### src/rtl/mhlp_pkg.sv
`timescale 1ns / 1ps
// shared types and constants of the multiplicative hash key table
// no dependencies

package mhlp_pkg;

	localparam logic [1:0] ST_OK   = 2'd0;
	localparam logic [1:0] ST_FULL = 2'd1;
	localparam logic [1:0] ST_MISS = 2'd2;

	localparam logic REQ_INSERT = 1'b0;
	localparam logic REQ_SEARCH = 1'b1;

	localparam int          MULT_BITS  = 16;
	localparam int          COUNT_BITS = 9;
	localparam logic [15:0] MULT_RESET = 16'd60147;
	localparam logic [8:0]  COUNT_MAX  = 9'd511;

	typedef struct packed {
		logic        req_type;
		logic [31:0] key;
	} req_t;

	typedef struct packed {
		logic [1:0] status;
		logic [8:0] probe_count;
	} rsp_t;

endpackage

### src/rtl/mhlp_hash.sv
`timescale 1ns / 1ps
// home slot of a key: low bits of multiplier times key, top table bits kept
// depends on mhlp_pkg

module mhlp_hash
	import mhlp_pkg::*;
#(
	parameter int TABLE_BITS = 9,
	parameter int HASH_BITS  = 16,
	parameter int KEY_BITS   = 32
) (
	input  logic [MULT_BITS-1:0]  mult,
	input  logic [KEY_BITS-1:0]   key,
	output logic [TABLE_BITS-1:0] home
);

	logic [31:0]           key_lo;
	logic [MULT_BITS+31:0] prod;
	logic [HASH_BITS-1:0]  prod_h;

	// only the low hash bits of the product matter, so 32 key bits suffice
	assign key_lo = 32'(key);
	assign prod   = (MULT_BITS + 32)'(mult) * (MULT_BITS + 32)'(key_lo);
	assign prod_h = prod[HASH_BITS-1:0];

	generate
		if (HASH_BITS >= TABLE_BITS) begin : g_shift
			assign home = prod_h[HASH_BITS-1 -: TABLE_BITS];
		end else begin : g_direct
			assign home = TABLE_BITS'(prod_h);
		end
	endgenerate

endmodule

### config.mk
export PLATFORM = sky130hd
export DESIGN_NAME = mhlp_hash
export DESIGN_NICKNAME = d
export VERILOG_FILES = /design/src/rtl/mhlp_pkg.sv /design/src/rtl/mhlp_hash.sv
export SDC_FILE = /design/constraint.sdc
export NUM_CORES = 1
export LEC_CHECK = 0
export ABC_AREA = 1
export BUFFER_PORTS_ARGS = -buffer_cell sky130_fd_sc_hd__buf_2
export CORE_MARGIN = 2
export CORE_UTILIZATION = 56
export DETAILED_ROUTE_END_ITERATION = 7
export PLACE_DENSITY = 0.88
export SLEW_MARGIN = 10
export SYNTH_ARGS = -nofsm -noshare
export SYNTH_HDL_FRONTEND = slang
export SYNTH_SLANG_ARGS = --single-unit
### constraint.sdc
create_clock -name vclk -period 6.2
set_input_delay 0.93 -clock vclk [all_inputs]
set_output_delay 0.93 -clock vclk [all_outputs]
set_load 0.1 [all_outputs]
==> impl_metrics.json, run 1 <==
{
  "status": "complete, but fails checks",
  "violations": "setup timing",
  "critPathRequiredTime_ns": 5.27,
  "dpl.hpwl_um": 10490,
  "std_cell_rows": 31,
  "timing.setup.tns_ns": -3.228,
  "holdCritStartpoint": "mult[0]",
  "wire_per_inst_um": 19.97,
  "path_class": "input port to output pin",
  "num-fill-cells": 385,
  "grt_pass1_vias": 5057,
  "grt_usage_pct": 35.44,
  "grt_pass1_wl_um": 23540,
  "hold_viol_final": 0,
  "multi_input_area_sq_um": 3921,
  "pre_cts_ws_ns": -0.6240,
  "fmax_ghz": 0.1467,
  "portBuffers": 41,
  "fin_ws_ns": -0.6152,
  "post_synth_num_cell_types": 29,
  "antenna_found_initial": 0,
  "grt.overflow.total": 0,
  "ys_seq_area_share_pct": 0,
  "drtIter0Drc": 646,
  "core_sq_um": 7331,
  "seq_cells": 0,
  "gp_congestion": 0.9028,
  "critPathLaunchType": "input port",
  "finalMaxSlewViolations": 0,
  "die_w_um": 91.31,
  "final_cell_mix": "inv_1 (175), nand2_1 (173), fa_1 (77)",
  "syn_area_per_cell_sq_um": 6.863,
  "grt_max_degree": 17,
  "initial_core_util_pct": 58.24,
  "die_area_sq_um": 8338,
  "fin_util_pct": 78.94,
  "clkbuf_count": 0,
  "ios": 57,
  "num_vias": 4789,
  "hold_class": "input port to output pin",
  "antenna_left": 0,
  "nets": 886,
  "diodes": 0,
  "min_path_cells": 6,
  "cts_hold_buffers": 0,
  "drive_gt1_share_pct": 28.97,
  "drt-pass1-iter-count": 6,
  "fin_crit_sh_pct": 109.9,
  "finalSetupViolations": 7,
  "drt-met1-wl_um": 5147,
  "min_period_ns": 6.815,
  "synth_area_sq_um": 4269,
  "worstPathMaxFanout": 6,
  "wl_met2_um": 7328,
  "wl_met3_um": 1981,
  "highest_layer": "met4",
  "tightest_slew_ns": 0.3880,
  "totalWireLength_um": 16180,
  "cp.arrival_ns": 5.89,
  "holdPathEnd": "home[5]",
  "critPathCaptureType": "output pin",
  "syn-instance-count": 622,
  "max_cap_violations": 0,
  "max_slew_margin_pct": 74.13,
  "drc": 0,
  "seq_area_sq_um": 0,
  "die_height_um": 91.31,
  "rsz0062_at_grt": "yes",
  "viasPerCell": 5.912,
  "area_growth_pct": 35.55,
  "syn-num-nets": 795,
  "ys.warnings.count": 0,
  "final_common_cell": "inv_1"
}
==> kinds of logic (layout without fill, tap and decap cells) <==
logic type / after synthesis / in the layout / synth area share (%)
AOI/OAI and AO/OA: 25 / 25 / 3.840
xor gates and xnor gates: 18 / 18 / 3.869
adders and majority gates: 125 / 125 / 50.53
buffers and inverters: 217 / 306 / 19.52
and+or+nand+nor: 237 / 237 / 22.24
==> worst max-delay path, stage by stage <==
cell	delay [ns]
buf_2	0.09
buf_4	0.13
nand2_1	0.08
fa_1	0.49
inv_1	0.06
fa_1	0.44
inv_1	0.14
fa_1	0.48
fa_1	0.62
fa_1	0.46
fa_1	0.54
inv_1	0.06
ha_1	0.30
buf_4	0.16
a21oi_2	0.16
o21ai_2	0.08
a21oi_2	0.12
nand2_2	0.11
xor2_4	0.22
buf_12	0.20
==> area by class of cell <==
type / instances / area share, %
Tap cell: 99 / 2.141
Inverter: 198 / 12.84
Multi-Input combinational cell: 405 / 67.76
Timing Repair Buffer: 108 / 17.25
==> stage by stage <==
step	instance area (sq um)	hold slack (ns)	std cells
floorplan	4649	2.501	622
global placement	5379	2.775	803
detailed placement	5379	2.822	803
CTS	5625	2.758	807
global route	5787	2.817	810
finish	5787	2.784	810
==> synthesized netlist by cell type, drive strengths merged, types with 4 or more instances <==
cell    number  share of area (%)
fa          79                 37
nor2        11                1.1
a21oi       14                1.7
clkbuf      12                1.1
xor2        10                2.2
nand4        4               0.59
xnor2        8                1.6
buf          7                1.1
o21ai        4               0.82
nand3       19                2.2
nand2      200                 18
inv        198                 17
ha          46                 13
==> how the worst max path moves through the flow <==
stage | startpoint | to | slack [ns]
floorplan | key[5] | home[7] | -0.35
global placement | mult[2] | home[8] | -0.54
detailed placement | mult[2] | home[5] | -0.62
CTS | key[5] | home[8] | -0.40
global route | mult[9] | home[7] | -0.72
finish | mult[9] | home[7] | -0.62
==> routing by layer <==
metal / vias up / GRT usage, %
li1: 1939 / -
met1: 2193 / 41.07
met3: 188 / 5.062
met4: 0 / 18.56
met2: 469 / 63.27
met5: - / 0
==> repair_timing <==
action	in CTS	in global routing
cloned	0	0
gates resized for setup	66	45
setup buffers	4	3
pin swaps	35	21
setup endpoints to repair	7	8
Power of run 1 is not shown: default switching activity piles up to over one toggle a cycle in this logic, so the estimate is an artifact.
==> inputs of run 2 (changes only) <==
--- a/config.mk
+++ b/config.mk
@@ -11,6 +11,7 @@
 export CORE_UTILIZATION = 56
 export DETAILED_ROUTE_END_ITERATION = 7
 export PLACE_DENSITY = 0.88
+export SETUP_SLACK_MARGIN = 0.2
 export SLEW_MARGIN = 10
 export SYNTH_ARGS = -nofsm -noshare
 export SYNTH_HDL_FRONTEND = slang
==> run 2 against run 1 <==
- non-clock buffer count up 7
- utilization rose by 3.0 points
- first-iteration DRC count increased by 15%
- largest cell class unchanged
- die area unchanged
- maximum frequency shrank 1.8%
- worst hold slack improved by 0.027 ns
- flip-flop and latch count is the same
- the flow still finishes with violations (setup timing)
- final area is 3.8% higher
- count of clock-buffer cells in the layout unchanged
==> impl_metrics.json, run 2 (same netlist as run 1, synthesis figures left out) <==
{
  "status": "complete, but fails checks",
  "violations": "setup timing",
  "grt_max_degree": 17,
  "drive_gt1_share_pct": 31.20,
  "worstPathMaxFanout": 8,
  "finalSetupViolations": 7,
  "min_period_ns": 6.938,
  "place_inst": 805,
  "fin_ws_ns": -0.7377,
  "drt-pass1-iter-count": 8,
  "hold_viol_final": 0,
  "max_slew_margin_pct": 73.41,
  "portBuffers": 41,
  "num_vias": 4823,
  "die_height_um": 91.31,
  "crit_top_cell": "fa_1",
  "cp.buffers_inverters": 8,
  "cpMaxStageDelayCell": "fa_1",
  "finalMaxSlewViolations": 0,
  "seq_cells": 0,
  "drc": 0,
  "multi_input_area_sq_um": 4048,
  "antenna_found_initial": 0,
  "path_class": "input port to output pin",
  "final_common_cell": "inv_1",
  "fmax_ghz": 0.1441,
  "initial_core_util_pct": 58.24,
  "dpl.hpwl_um": 10030,
  "hold_class": "input port to output pin",
  "stdcell_count": 817,
  "drtIter0Drc": 741,
  "grt_usage_pct": 38.13,
  "num-fill-cells": 333,
  "rsz0062_at_grt": "yes",
  "cp.arrival_ns": 6.01,
  "critPathRequiredTime_ns": 5.27,
  "grt.overflow.total": 0,
  "gp_congestion": 0.8833,
  "die_w_um": 91.31,
  "fin_crit_sh_pct": 111.9,
  "grt_pass1_wl_um": 24890,
  "seq_area_sq_um": 0,
  "antenna_left": 0,
  "area_growth_pct": 40.71,
  "std_cell_rows": 31,
  "grt_pass1_vias": 5126,
  "totalWireLength_um": 16880,
  "critPathCaptureType": "output pin",
  "max_cap_violations": 0,
  "core_sq_um": 7331,
  "critical_path.top_delay_family": "adder cells",
  "clkbuf_count": 0,
  "die_area_sq_um": 8338,
  "critPathLaunchType": "input port",
  "diodes": 0,
  "final_cell_mix": "inv_1 (175), nand2_1 (170), fa_1 (74)",
  "nets": 893,
  "ios": 57,
  "tightest_slew_ns": 0.3989,
  "viasPerCell": 5.903,
  "path_cells": "buf_12, nand2_4, inv_4, fa_1, inv_2, fa_1, fa_1, inv_2, fa_2, fa_1, inv_1, fa_1, inv_2, ha_4, a21oi_4, o21bai_4, a211oi_4, nand2_2, inv_2, nand2_4, nand2_8, buf_12",
  "critPathMaxStageDelay_ns": 0.59,
  "wire_per_inst_um": 20.67
}
run 2: cell types whose count changed in the layout (fill, tap and decap cells not counted), sizes merged:
cell,before,now
buf,108,115
run 2: metrics by stage:
stage / setup slack [ns] / util, % / hold slack [ns] / TNS [ns] / area (sq um)
2_1_floorplan: -0.3522 / - / 2.501 / -0.9168 / 4658
3_3_place_gp: -0.5525 / 73.92 / 2.776 / -2.236 / 5419
3_5_place_dp: -0.6909 / 73.92 / 2.821 / -3.289 / 5419
4_1_cts: -0.4089 / 79.45 / 2.783 / -1.730 / 5824
5_1_grt: -0.8039 / 81.94 / 2.852 / -3.923 / 6007
6_report: -0.7377 / 81.94 / 2.811 / -3.222 / 6007
run 2: per-layer routing:
metal | vias up | part of all wire, % | global-route usage (%)
met5 | - | 0 | 0
met4 | 0 | 9.3 | 22.85
met3 | 160 | 13 | 7.967
met2 | 507 | 45 | 64.14
met1 | 2196 | 32 | 44.76
li1 | 1960 | - | -
run 2: area by class of cell:
type,instances,share of cell area (%)
Multi-Input combinational cell,405,67.38
Timing Repair Buffer,115,18.14
Inverter,198,12.41
Tap cell,99,2.062
run 2: worst paths after layout:
check	from	end	slack [ns]	cells past startpoint
hold / removal	mult[0]	home[5]	2.81	6
setup / recovery	key[6]	home[8]	-0.74	22
run 2: repair_timing:
action                                  in CTS  in global routing
gates resized for setup                    101                 33
endpoints found under the setup margin       8                  9
hold buffers                                 0                  0
pin swaps                                   53                 37
buffers inserted                             6                  6
Power of run 2 is left out for the same reason.
